===== src/design/periodic_timer_pool_assert.svh =====
// ----------------------------------------------------------------------------
// Periodic timer pool assertion macros
// Clocked, reset-qualified property shorthands shared by the RTL.
// ----------------------------------------------------------------------------
`ifndef PERIODIC_TIMER_POOL_ASSERT_SVH
`define PERIODIC_TIMER_POOL_ASSERT_SVH

// Check an expression at every clock edge outside reset.
`define PTP_ASSERT(lbl, expr, msg) \
    lbl: assert property (@(posedge clk) disable iff (!rst_n) (expr)) else $error(msg);

// Check that a condition implies another one in the following cycle.
`define PTP_ASSERT_NEXT(lbl, ante, cons, msg) \
    lbl: assert property (@(posedge clk) disable iff (!rst_n) (ante) |=> (cons)) \
        else $error(msg);

`endif


===== src/design/ptp_pkg.sv =====
// ----------------------------------------------------------------------------
// Periodic timer pool package
// Command and result codes, widths and the slot store write controls.
// ----------------------------------------------------------------------------
package ptp_pkg;

    localparam int NUM_SLOTS_DEF = 8;
    localparam int MAX_RESULTS   = 8;
    localparam int FIRE_W        = $clog2(MAX_RESULTS + 1);
    localparam int CMD_W         = 2;
    localparam int KIND_W        = 2;
    localparam int SLOT_W        = 3;
    localparam int CNT16_W       = 16;

    // Command codes
    localparam logic [CMD_W-1:0] CMD_TICK   = 2'd0;
    localparam logic [CMD_W-1:0] CMD_CREATE = 2'd1;
    localparam logic [CMD_W-1:0] CMD_KILL   = 2'd2;

    // Result kinds
    localparam logic [KIND_W-1:0] KIND_FIRED   = 2'd0;
    localparam logic [KIND_W-1:0] KIND_CREATED = 2'd1;
    localparam logic [KIND_W-1:0] KIND_FAILED  = 2'd2;

    // Write controls from the sequencer to the slot store
    typedef struct packed {
        logic el_we;
        logic per_we;
        logic vld_set;
        logic vld_clr;
    } store_wr_t;

endpackage


===== src/design/ptp_alu.sv =====
// ----------------------------------------------------------------------------
// Periodic timer pool slot unit
// Saturating add of the tick delta to one slot's elapsed count and the
// compare against its period; shared by every slot of a scan.
// ----------------------------------------------------------------------------
module ptp_alu
(
    input  logic [ptp_pkg::CNT16_W-1:0] elapsed,
    input  logic [ptp_pkg::CNT16_W-1:0] delta,
    input  logic [ptp_pkg::CNT16_W-1:0] period,
    output logic [ptp_pkg::CNT16_W-1:0] sum_sat,
    output logic                        reached
);

    logic [ptp_pkg::CNT16_W:0] sum_full;

    // Add with carry, clamp on overflow
    assign sum_full = {1'b0, elapsed} + {1'b0, delta};
    assign sum_sat  = sum_full[ptp_pkg::CNT16_W] ? {ptp_pkg::CNT16_W{1'b1}}
                                                 : sum_full[ptp_pkg::CNT16_W-1:0];

    // Fire when the new count meets the period
    assign reached = (sum_sat >= period);

endmodule


===== src/design/ptp_store.sv =====
// ----------------------------------------------------------------------------
// Periodic timer pool slot store
// Period and elapsed memories with one read port (registered data) and
// per-slot valid bits; an invalid slot reads as period zero, elapsed zero.
// ----------------------------------------------------------------------------
module ptp_store #(
    parameter int NUM_SLOTS = ptp_pkg::NUM_SLOTS_DEF,
    parameter int IDX_W     = (NUM_SLOTS > 1) ? $clog2(NUM_SLOTS) : 1
)
(
    input  logic                        clk,
    input  logic                        rst_n,
    input  logic [IDX_W-1:0]            rd_addr,
    input  ptp_pkg::store_wr_t          wr,
    input  logic [IDX_W-1:0]            wr_addr,
    input  logic [IDX_W-1:0]            clr_addr,
    input  logic [ptp_pkg::CNT16_W-1:0] el_wdata,
    input  logic [ptp_pkg::CNT16_W-1:0] per_wdata,
    output logic [ptp_pkg::CNT16_W-1:0] rd_period,
    output logic [ptp_pkg::CNT16_W-1:0] rd_elapsed
);

    logic [ptp_pkg::CNT16_W-1:0] period_mem  [NUM_SLOTS];
    logic [ptp_pkg::CNT16_W-1:0] elapsed_mem [NUM_SLOTS];
    logic [NUM_SLOTS-1:0]        valid_reg;
    logic [NUM_SLOTS-1:0]        valid_next;
    logic [ptp_pkg::CNT16_W-1:0] rd_period_reg;
    logic [ptp_pkg::CNT16_W-1:0] rd_elapsed_reg;

    // Set on create, drop on kill
    always_comb
    begin
        valid_next = valid_reg;
        if (wr.vld_set)
        begin
            valid_next[wr_addr] = 1'b1;
        end
        if (wr.vld_clr)
        begin
            valid_next[clr_addr] = 1'b0;
        end
    end

    always_ff @(posedge clk or negedge rst_n)
    begin
        if (!rst_n)
        begin
            valid_reg <= '0;
        end
        else
        begin
            valid_reg <= valid_next;
        end
    end

    // Write the memories and register the read port
    always_ff @(posedge clk)
    begin
        if (wr.per_we)
        begin
            period_mem[wr_addr] <= per_wdata;
        end
        if (wr.el_we)
        begin
            elapsed_mem[wr_addr] <= el_wdata;
        end
        rd_period_reg  <= valid_reg[rd_addr] ? period_mem[rd_addr]  : '0;
        rd_elapsed_reg <= valid_reg[rd_addr] ? elapsed_mem[rd_addr] : '0;
    end

    assign rd_period  = rd_period_reg;
    assign rd_elapsed = rd_elapsed_reg;

endmodule


===== src/design/periodic_timer_pool.sv =====
// Tick: busy after the accepting edge through the scan and the done state, one slot per cycle
// through the shared add/compare unit and the single store read port.
// Fire results appear during the scan; the marked last one is issued from the done state.
// Create: busy until a free slot is claimed or the last slot fails, one result. Kill,
// unchanged tick and unused codes stay idle with no result. Results cannot be stalled.
// Reset clears the tick history and frees every slot at once; no clearing pass.
// ----------------------------------------------------------------------------
// Periodic timer pool
// Pool of periodic timer slots: create, kill and tick commands with a
// sequencer that walks the slots through one shared arithmetic unit.
// ----------------------------------------------------------------------------
`include "periodic_timer_pool_assert.svh"

module periodic_timer_pool #(
    parameter int NUM_SLOTS = ptp_pkg::NUM_SLOTS_DEF
)
(
    input  logic                        clk,
    input  logic                        rst_n,
    input  logic                        start,
    output logic                        busy,
    input  logic [ptp_pkg::CMD_W-1:0]   cmd,
    input  logic [ptp_pkg::CNT16_W-1:0] tick_count,
    input  logic [ptp_pkg::CNT16_W-1:0] interval,
    input  logic [ptp_pkg::SLOT_W-1:0]  slot,
    output logic                        result_strobe,
    output logic [ptp_pkg::KIND_W-1:0]  kind,
    output logic [ptp_pkg::SLOT_W-1:0]  slot_index,
    output logic                        last
);

    localparam int IDX_W = (NUM_SLOTS > 1) ? $clog2(NUM_SLOTS) : 1;
    localparam int CNT_W = $clog2(NUM_SLOTS + 1);

    typedef enum logic [1:0] {
        ST_IDLE,
        ST_SCAN,
        ST_DONE,
        ST_FIND
    } state_t;

    state_t                        state_reg, state_next;
    logic [CNT_W-1:0]              cnt_reg, cnt_next;
    logic [ptp_pkg::CNT16_W-1:0]   last_tick_reg, last_tick_next;
    logic [ptp_pkg::CNT16_W-1:0]   diff_reg, diff_next;
    logic [ptp_pkg::CNT16_W-1:0]   ivl_reg, ivl_next;
    logic                          pend_vld_reg, pend_vld_next;
    logic [ptp_pkg::SLOT_W-1:0]    pend_idx_reg, pend_idx_next;
    logic [ptp_pkg::FIRE_W-1:0]    fire_cnt_reg, fire_cnt_next;
    logic                          strobe_reg, strobe_next;
    logic [ptp_pkg::KIND_W-1:0]    kind_reg, kind_next;
    logic [ptp_pkg::SLOT_W-1:0]    slot_index_reg, slot_index_next;
    logic                          last_reg, last_next;

    logic                          accept;
    logic [CNT_W-1:0]              rd_nxt;
    logic [IDX_W-1:0]              cur_idx;
    logic                          at_end;
    logic [IDX_W-1:0]              rd_addr;
    ptp_pkg::store_wr_t            wr;
    logic [IDX_W-1:0]              clr_addr;
    logic [ptp_pkg::CNT16_W-1:0]   el_wdata;
    logic [ptp_pkg::CNT16_W-1:0]   rd_period;
    logic [ptp_pkg::CNT16_W-1:0]   rd_elapsed;
    logic [ptp_pkg::CNT16_W-1:0]   sum_sat;
    logic                          reached;

    assign accept   = start && (state_reg == ST_IDLE);
    assign busy     = (state_reg != ST_IDLE);
    assign cur_idx  = cnt_reg[IDX_W-1:0];
    assign rd_nxt   = cnt_reg + 1'b1;
    assign at_end   = (cnt_reg == CNT_W'(NUM_SLOTS - 1));
    assign clr_addr = IDX_W'(slot);

    // Read slot 0 while idle, else prefetch the slot after the current one
    assign rd_addr = (state_reg == ST_IDLE) ? '0 :
                     (rd_nxt < CNT_W'(NUM_SLOTS)) ? rd_nxt[IDX_W-1:0] : '0;

    ptp_store #(
        .NUM_SLOTS (NUM_SLOTS),
        .IDX_W     (IDX_W)
    ) u_store (
        .clk        (clk),
        .rst_n      (rst_n),
        .rd_addr    (rd_addr),
        .wr         (wr),
        .wr_addr    (cur_idx),
        .clr_addr   (clr_addr),
        .el_wdata   (el_wdata),
        .per_wdata  (ivl_reg),
        .rd_period  (rd_period),
        .rd_elapsed (rd_elapsed)
    );

    ptp_alu u_alu (
        .elapsed (rd_elapsed),
        .delta   (diff_reg),
        .period  (rd_period),
        .sum_sat (sum_sat),
        .reached (reached)
    );

    // Sequencer next-state and result logic
    always_comb
    begin
        state_next      = state_reg;
        cnt_next        = cnt_reg;
        last_tick_next  = last_tick_reg;
        diff_next       = diff_reg;
        ivl_next        = ivl_reg;
        pend_vld_next   = pend_vld_reg;
        pend_idx_next   = pend_idx_reg;
        fire_cnt_next   = fire_cnt_reg;
        strobe_next     = 1'b0;
        kind_next       = kind_reg;
        slot_index_next = slot_index_reg;
        last_next       = last_reg;
        wr              = '0;
        el_wdata        = '0;

        unique case (state_reg)
            ST_IDLE:
            begin
                if (accept)
                begin
                    unique case (cmd)
                        ptp_pkg::CMD_TICK:
                        begin
                            if (tick_count != last_tick_reg)
                            begin
                                last_tick_next = tick_count;
                                diff_next      = tick_count - last_tick_reg;
                                cnt_next       = '0;
                                fire_cnt_next  = '0;
                                pend_vld_next  = 1'b0;
                                state_next     = ST_SCAN;
                            end
                        end
                        ptp_pkg::CMD_CREATE:
                        begin
                            ivl_next   = interval;
                            cnt_next   = '0;
                            state_next = ST_FIND;
                        end
                        ptp_pkg::CMD_KILL:
                        begin
                            wr.vld_clr = (int'(slot) < NUM_SLOTS);
                        end
                        default:
                        begin
                        end
                    endcase
                end
            end

            ST_SCAN:
            begin
                // Advance the active slot, clear it on a fire
                if (rd_period != '0)
                begin
                    wr.el_we = 1'b1;
                    el_wdata = reached ? '0 : sum_sat;
                    if (reached && (fire_cnt_reg < ptp_pkg::FIRE_W'(ptp_pkg::MAX_RESULTS)))
                    begin
                        // Hold the newest fire back until we know whether it is last
                        if (pend_vld_reg)
                        begin
                            strobe_next     = 1'b1;
                            kind_next       = ptp_pkg::KIND_FIRED;
                            slot_index_next = pend_idx_reg;
                            last_next       = 1'b0;
                        end
                        pend_vld_next = 1'b1;
                        pend_idx_next = ptp_pkg::SLOT_W'(cur_idx);
                        fire_cnt_next = fire_cnt_reg + 1'b1;
                    end
                end
                if (at_end)
                begin
                    state_next = ST_DONE;
                end
                else
                begin
                    cnt_next = rd_nxt;
                end
            end

            ST_DONE:
            begin
                // Release the held fire as the final result
                if (pend_vld_reg)
                begin
                    strobe_next     = 1'b1;
                    kind_next       = ptp_pkg::KIND_FIRED;
                    slot_index_next = pend_idx_reg;
                    last_next       = 1'b1;
                end
                pend_vld_next = 1'b0;
                state_next    = ST_IDLE;
            end

            ST_FIND:
            begin
                // Claim the lowest free slot, or fail after the last one
                if (rd_period == '0)
                begin
                    wr.el_we        = 1'b1;
                    wr.per_we       = 1'b1;
                    wr.vld_set      = 1'b1;
                    el_wdata        = '0;
                    strobe_next     = 1'b1;
                    kind_next       = ptp_pkg::KIND_CREATED;
                    slot_index_next = ptp_pkg::SLOT_W'(cur_idx);
                    last_next       = 1'b1;
                    state_next      = ST_IDLE;
                end
                else if (at_end)
                begin
                    strobe_next     = 1'b1;
                    kind_next       = ptp_pkg::KIND_FAILED;
                    slot_index_next = '0;
                    last_next       = 1'b1;
                    state_next      = ST_IDLE;
                end
                else
                begin
                    cnt_next = rd_nxt;
                end
            end

            default:
            begin
                state_next = ST_IDLE;
            end
        endcase
    end

    // Hold sequencer state and registered results
    always_ff @(posedge clk or negedge rst_n)
    begin
        if (!rst_n)
        begin
            state_reg      <= ST_IDLE;
            cnt_reg        <= '0;
            last_tick_reg  <= '0;
            pend_vld_reg   <= 1'b0;
            fire_cnt_reg   <= '0;
            strobe_reg     <= 1'b0;
        end
        else
        begin
            state_reg      <= state_next;
            cnt_reg        <= cnt_next;
            last_tick_reg  <= last_tick_next;
            pend_vld_reg   <= pend_vld_next;
            fire_cnt_reg   <= fire_cnt_next;
            strobe_reg     <= strobe_next;
        end
    end

    // Payload registers
    always_ff @(posedge clk)
    begin
        diff_reg       <= diff_next;
        ivl_reg        <= ivl_next;
        pend_idx_reg   <= pend_idx_next;
        kind_reg       <= kind_next;
        slot_index_reg <= slot_index_next;
        last_reg       <= last_next;
    end

    assign result_strobe = strobe_reg;
    assign kind          = kind_reg;
    assign slot_index    = slot_index_reg;
    assign last          = last_reg;

    // Results only follow a cycle of sequencer activity
    `PTP_ASSERT_NEXT(a_no_result_when_idle, !busy, !result_strobe, "result while idle")
    // Create results are single and therefore final
    `PTP_ASSERT(a_create_last, !result_strobe || (kind == ptp_pkg::KIND_FIRED) || last, "create result not last")
    // A failed create reports slot zero
    `PTP_ASSERT(a_fail_zero, !result_strobe || (kind != ptp_pkg::KIND_FAILED) || (slot_index == '0), "fail with slot")
    // Reported fires stay within the result limit
    `PTP_ASSERT(a_fire_limit, fire_cnt_reg <= ptp_pkg::FIRE_W'(ptp_pkg::MAX_RESULTS), "fire count overflow")
    // No held fire survives into idle
    `PTP_ASSERT(a_pend_idle, (state_reg != ST_IDLE) || !pend_vld_reg, "held fire while idle")

endmodule

===== config.mk =====
export PLATFORM = sky130hd
export DESIGN_NAME = periodic_timer_pool
export DESIGN_NICKNAME = d
export VERILOG_FILES = /design/src/design/ptp_pkg.sv /design/src/design/ptp_alu.sv /design/src/design/ptp_store.sv /design/src/design/periodic_timer_pool.sv
export VERILOG_INCLUDE_DIRS = /design/src /design/src/design
export SDC_FILE = /design/constraint.sdc
export NUM_CORES = 1
export LEC_CHECK = 0
export BUFFER_PORTS_ARGS = -buffer_cell sky130_fd_sc_hd__buf_2
export CAP_MARGIN = 25
export CORE_ASPECT_RATIO = 1.1
export CORE_MARGIN = 4
export CORE_UTILIZATION = 55
export CTS_CLUSTER_SIZE = 28
export DETAILED_ROUTE_END_ITERATION = 8
export PLACE_DENSITY = 0.74
export SLEW_MARGIN = 20
export SYNTH_ARGS = -nofsm -noshare
export SYNTH_HDL_FRONTEND = slang
export SYNTH_HIERARCHICAL = 1
export SYNTH_SLANG_ARGS = --single-unit
export TNS_END_PERCENT = 1

===== constraint.sdc =====
create_clock -name clk -period 10.01 [get_ports clk]
set_clock_uncertainty 0.15 [all_clocks]
set_input_delay 0 -clock clk [delete_from_list [all_inputs] [get_ports clk]]
set_output_delay 0 -clock clk [all_outputs]
set_load 0.02 [all_outputs]

==> results of run 1 <==
## what timing repair did
action                                 in CTS  in global routing
endpoints found under the hold margin     107                  0
hold buffers                               48                  0
gates resized for setup                     0                  0
## per-stage QoR
step / power [mW] / area, um^2 / hold slack, ns / cells
floorplan: 4.23 / 15900 / -0.446 / 1017
global placement: 4.80 / 16500 / -0.00110 / 1412
detailed placement: 4.87 / 16600 / 0.00982 / 1413
CTS: 6.30 / 18300 / 0.0148 / 1529
global route: 6.65 / 18300 / 0.0282 / 1529
finish: 6.26 / 18300 / 0.0332 / 1529
## synthesized netlist by cell type, types with 5 or more instances
cell | instances | share of area
nor2_1 | 68 | 0.016
o21ai_0 | 23 | 0.0072
xor2_1 | 10 | 0.0055
nor4_1 | 5 | 0.0020
ha_1 | 49 | 0.038
and2_1 | 18 | 0.0071
buf_4 | 9 | 0.0042
nor2b_1 | 11 | 0.0043
mux2i_1 | 33 | 0.021
o21a_1 | 7 | 0.0033
dfrtp_1 | 36 | 0.057
o21ai_2 | 15 | 0.0082
nand2b_1 | 8 | 0.0031
a21o_1 | 10 | 0.0047
xnor2_1 | 13 | 0.0071
dfxtp_1 | 32 | 0.040
nand4_1 | 8 | 0.0031
nand2_1 | 60 | 0.014
buf_6 | 11 | 0.0078
inv_1 | 47 | 0.011
nand3_1 | 11 | 0.0035
mux4_2 | 66 | 0.093
a21oi_1 | 32 | 0.010
clkbuf_1 | 9 | 0.0021
a211oi_1 | 6 | 0.0028
buf_2 | 8 | 0.0025
a31oi_1 | 15 | 0.0059
and3_1 | 9 | 0.0035
nor3_1 | 17 | 0.0053
edfxtp_1 | 297 | 0.56
## power breakdown
group / internal, mW / total (mW) / leakage (nW) / switching (mW)
registers: 2.13 / 2.27 / 3.41 / 0.147
logic: 1.09 / 2.60 / 2.57 / 1.51
clock network: 0.813 / 1.38 / 0.609 / 0.570
total: 4.03 / 6.26 / 6.58 / 2.22
## routing by layer
layer	GRT usage	routed length (um)	share of wire
met5	0	0	0
met4	0.0482	649	0.020
met3	0.0294	1560	0.048
met2	0.355	16700	0.51
met1	0.290	13700	0.42
## final cells by class
type	instances	area, um^2
Fill cell	2027	10400
Sequential cell	365	10500
Timing Repair Buffer	117	888
Tap cell	368	460
Clock inverter	25	255
Clock buffer	43	978
Multi-Input combinational cell	564	5050
Inverter	47	176
## logic make-up (layout without fill, tap and decap cells)
logic type                 after synthesis  after routing  synth area share
AOI/OAI and AO/OA                      146            146            0.0647
DFF                                    365            365             0.657
and+or+nand+nor                        241            241            0.0780
muxes                                  103            103             0.118
xor gates and xnor gates                23             23            0.0126
buffers and inverters                   88            232            0.0287
adders and majority gates               51             51            0.0410
## how the worst max path moves through the flow
stage / start / end / cells past startpoint
CTS: diff_reg[7] / kind[0] / 13
finish: diff_reg[7] / slot_index[0] / 13
detailed placement: diff_reg[0] / kind[0] / 14
floorplan: diff_reg[0] / kind[0] / 14
global placement: diff_reg[7] / u_store/elapsed_mem[0][9] / 14
global route: diff_reg[7] / slot_index[0] / 13
## layout by cell type (no fill, tap or decap), types with 9 or more instances in the layout
cell and instances:
a21o_1 10, mux2i_1 33, edfxtp_1 297, mux4_2 66
nand2_1 60, inv_1 47, nor3_1 11, dfxtp_1 32
nor2b_1 11, o21ai_0 23, xnor2_1 13, and2_1 18
buf_4 21, ha_1 49, nor2_1 67, o21ai_2 15
dfrtp_1 36, and3_1 9, clkbuf_16 37, nand3_1 11
a31oi_1 15, buf_2 47, a21oi_1 32, dlygate4sd3_1 48
xor2_1 10
==> key figures, run 1 <==
Status
  • Status: completed

Worst setup path
  • CP Capture Type: flip-flop
  • WP buf/inv: 0
  • FF-to-FF End: slot_index[0]
  • WS Path Type: flip-flop to flip-flop
  • Reg2reg path depth: 13
  • R2r startpoint: diff_reg[7]
  • CP max-delay cell: nor4b_4
  • CP startpoint kind: flip-flop
  • CP max FO: 14
  • R2r setup slk: 4.86 ns
  • Cell Chain, Critical Path: ha_1 -> a211oi_1 -> o311ai_0 -> a41o_1 -> nor2_2 -> nand2_1 -> ha_1 -> nand3_1 -> o31a_1 -> o31ai_1 -> nor4b_4 -> nand2_1 -> nand2_1
  • Worst path max stage delay: 0.65 ns
  • Cell mode on critical path: nand2_1
  • Arrival @ worst endpoint: 5.20 ns
  • WP data required: 10.06 ns
  • Worst path top cell family by delay: simple AND/OR/NAND/NOR gates

Cells and area
  • Layout area overhead: 14.7%
  • Top flop regs: u_store/elapsed_mem: 128 flops, u_store/period_mem: 128 flops
  • Share of cells above drive strength 1: 0.209
  • Antenna Cells: 0
  • Final net count: 1223
  • Final Util: 0.638

CTS
  • Setup repair bufs after CTS: 0
  • Num CTS Buffers: 37
  • Maximum buffer depth of the clock tree: 3
  • Root Buffer: clkbuf_16
  • Clock-pin slew on the worst setup and hold paths: around 0.07 ns
  • CTS H-tree depth: 2
  • CTS sink count: 365
  • CTS tree: yes
  • Worst-Skew Late Latency: 0.52 ns

Route
  • Via density: a little under 6
  • DRT iter0 DRCs: 698
  • Vias: 8967
  • Avg WL per Cell: about 21 um
  • Remaining antenna violation count: 0
  • Initial DRT Pass Iterations: 5
  • Remaining DRCs: 0
  • Routed WL: around 33000 um

Global route
  • Vias in the first global route: a little over 9000
  • GRT Overall Usage: 0.209
  • Pin count of the biggest net entering global routing: 66
  • First-pass GRT wire length: just over 50000 um
  • Antenna violations before repair: 0
  • Overflow after GRT: 0

Timing
  • # setup viols final: 0
  • Final Hold Viols: 0
  • Final max-slew violation count: 0
  • PnR worst setup slack: 4.86 ns
  • RSZ-0062 raised after global routing: false
  • F_max: 194 MHz
  • Fin Setup TNS: 0 ns
  • Crit share post-route: 0.515
  • Worst-Margin Slew: 0.984 ns
  • Slew margin rel.: 0.344
  • Min cycle time layout: 5.15 ns

Place
  • GP Congestion: 0.926
  • I/O Buffers: 47
  • DP Worst Slack: approximately 5.0 ns
  • Detailed placer's ending HPWL: 19700 um

Worst hold path
  • Hold Path Class: input port to flip-flop
  • Hold Path Origin: interval[8]
  • WHS Endpoint: ivl_reg[8]
  • WHS Path Cells: 2

Yosys
  • Post-synth EDFFs: 297
  • Synth async-reset ratio: 0.0986
  • Seq/Total Area, Yosys: 0.657
  • Synth cell types: 79
  • Synth Register Bits: between 300 and 400
  • Number of synthesis warnings: 6
  • Syn Inst Count: 1017
  • Syn_nets: 1108
  • Syn Area/Cell: 15.7 um^2
  • Most used DFF post-synth: edfxtp_1
  • Synth Cell Area: 15900 um^2

Power and ir drop
  • Cell area power density: about 340 nW/um^2
  • Leak Pwr: 6.58 nW
  • VDD IR max: between 0.3 and 0.4 mV

Floorplan
  • Die area: approximately 32000 um^2
  • # IOs: 48
  • Initial Utilization: 0.556
  • Core box area: about 29000 um^2
  • Die width: 170 um
  • Die span in y: roughly 190 um
  • Num rows: 65

Run
  • Max-cap violations: 0
(Power assumes the default switching activity.)
==> inputs of run 2 (changes only) <==
PLACE_DENSITY = 0.77   (was 0.74)
clock period = 4.6 ns   (was 10.01 ns; I/O delays follow)
==> key figures, run 2 (synthesis gave the netlist of run 1 again) <==
Power and ir drop
  • Power Internal: about 8.9 mW
  • Cell area power density: 744 nW/um^2
  • Psw: 4.80 mW
  • Sequential share of power: 0.362
  • Combinational power share: 0.413
  • Sw Ratio: 0.350
  • VDD IR max: just under 0.8 mV
  • Clock group share of total power: 0.225
  • Leak Pwr: 6.65 nW

Cells and area
  • Top flop regs: u_store/elapsed_mem: 128 flops, u_store/period_mem: 128 flops
  • Most frequent cells in the layout: 297 x edfxtp_1, 67 x nor2_1, 66 x mux4_2
  • Fill count: 1928
  • Most common cell after layout, fill and taps aside: edfxtp_1
  • Antenna Cells: 0
  • Sequential cell area: 10500 um^2
  • Area of the multi-input gates: ~5000 um^2
  • Final net count: ~1200
  • Non-Filler Instances: 1538
  • Share of cells above drive strength 1: 0.214
  • Layout area overhead: 15.6%
  • Final Util: 0.643

CTS
  • CTS tree: yes
  • Setup repair bufs after CTS: 0
  • Clock-pin slew on the worst setup and hold paths: approximately 0.060 ns
  • Maximum buffer depth of the clock tree: 3
  • CTS sink count: ~370
  • CTS H-tree depth: 2
  • Root Buffer: clkbuf_16
  • Worst-Skew Late Latency: 0.53 ns
  • Num CTS Buffers: 38

Worst hold path
  • Hold Path Class: input port to flip-flop
  • WHS Path Cells: 2
  • WHS Endpoint: ivl_reg[2]
  • Hold Path Origin: interval[2]

Route
  • Vias: around 9100
  • Remaining DRCs: 0
  • DRT iter0 DRCs: 821
  • Routed WL: 32700 um
  • Via density: around 5.9
  • Avg WL per Cell: 21.3 um
  • Initial DRT Pass Iterations: 7
  • Remaining antenna violation count: 0

Worst setup path
  • Worst path max stage delay: 0.47 ns
  • WS Path Type: flip-flop to flip-flop
  • CP Capture Type: flip-flop
  • CP startpoint kind: flip-flop
  • Cell mode on critical path: ha_1
  • R2r startpoint: diff_reg[4]
  • FF-to-FF End: fire_cnt_reg[0]
  • WP data required: ~5 ns
  • Arrival @ worst endpoint: 4.61 ns
  • Cell Chain, Critical Path: ha_1 -> and3_2 -> a2111oi_4 -> o21ai_0 -> xnor2_1 -> nand2_1 -> ha_1 -> nand3_1 -> o31a_1 -> o31ai_1 -> nor4b_4 -> buf_4 -> nor2_1 -> mux2_2
  • Worst setup path start: diff_reg[4]
  • CP max FO: 10
  • CP max-delay cell: o31ai_1
  • R2r setup slk: 0.26 ns
  • Reg2reg path depth: 14

Timing
  • Final Hold Viols: 0
  • Crit share post-route: 0.944
  • Min cycle time layout: 4.34 ns
  • Fin Setup TNS: 0 ns
  • PnR worst setup slack: between 0.2 and 0.3 ns
  • Final max-slew violation count: 0
  • Worst-Margin Slew: 0.866 ns
  • # setup viols final: 0
  • RSZ-0062 raised after global routing: false
  • F_max: 230 MHz
  • Slew margin rel.: 0.423

Global route
  • Pin count of the biggest net entering global routing: 65
  • Antenna violations before repair: 0
  • Overflow after GRT: 0
  • GRT Overall Usage: 0.211
  • Vias in the first global route: 9398
  • First-pass GRT wire length: 52300 um

Place
  • DP Worst Slack: a little over 0.3 ns
  • I/O Buffers: between 40 and 50
  • Placed insts: 1416
  • GP Congestion: approximately 0.9
  • Detailed placer's ending HPWL: 19300 um

Run
  • Max-cap violations: 0

Floorplan
  • Core box area: 28600 um^2
  • Die area: 31700 um^2
  • Num rows: 65
  • Initial Utilization: 0.556
  • Die span in y: 186 um
  • Die width: 170 um
  • # IOs: 48

Status
  • Status: completed
[run 2: changes by cell type in the layout (fill, tap and decap cells not counted), moves of 3 or more]
cell	previous run	this run
clkbuf_16	37	41
clkbuf_8	3	6
and2_2	1	5
clkbuf_1	3	9
buf_12	0	3
and2_1	18	14
clkinv_1	5	2
dlygate4sd3_1	48	51
[run 2: layout make-up]
type                    instances  area share
well taps                     368      0.0250
clock inverters                14     0.00754
multi-input cells             564       0.274
flip-flops and latches        365       0.568
repair buffers                124      0.0532
clock buffers                  56      0.0621
inverters                      47     0.00958
[run 2: routing by layer]
metal / wire length (um) / GRT usage / part of all wire
met5: 0 / 0 / 0
met4: 765 / 0.0599 / 0.023
met1: 13400 / 0.290 / 0.41
met2: 16700 / 0.355 / 0.51
met3: 1800 / 0.0307 / 0.055
[run 2: worst max path at each step]
stage / endpoint / slack (ns) / cells past startpoint
after floorplan: kind[0] / 0.59 / 14
after CTS: u_store/elapsed_mem[3][11] / 0.30 / 17
after global placement: fire_cnt_reg[0] / 0.43 / 15
final: fire_cnt_reg[0] / 0.26 / 14
after global routing: u_store/elapsed_mem[7][2] / 0.01 / 16
after detailed placement: fire_cnt_reg[0] / 0.31 / 15
[run 2: timing repair]
item                                   4_1_cts  5_1_grt
gates resized for setup                      0        4
endpoints found under the hold margin      115        0
setup endpoints to repair                    0       32
hold buffers                                52        0
[run 2: worst max-delay path: cells and delay by family (launching register included)]
| kind | cells | cell delay (ns) |
|---|---|---|
| AOI/OAI and AO/OA | 4 | 1.40 |
| xor gates and xnor gates | 1 | 0.22 |
| adders and majority gates | 2 | 0.72 |
| buffers and inverters | 1 | 0.21 |
| DFF | 1 | 0.38 |
| muxes | 1 | 0.29 |
| and+or+nand+nor | 5 | 0.86 |
[run 2: power groups by stage]
stage | sequential [mW] | combinational [mW] | clock [mW]
floorplan | 4.90 | 4.32 | 0
global placement | 4.99 | 5.47 | 0
detailed placement | 5.02 | 5.56 | 0
CTS | 4.96 | 5.67 | 3.14
global route | 5.02 | 6.25 | 3.30
finish | 4.96 | 5.65 | 3.09
[run 2: through the flow]
step	power, mW	cell area, um^2	hold slack [ns]
finish	13.7	18400	0.0342
detailed placement	10.6	16600	0.00720
global route	14.6	18400	0.0409
global placement	10.5	16600	-0.00439
CTS	13.8	18400	0.00150
floorplan	9.21	15900	-0.446
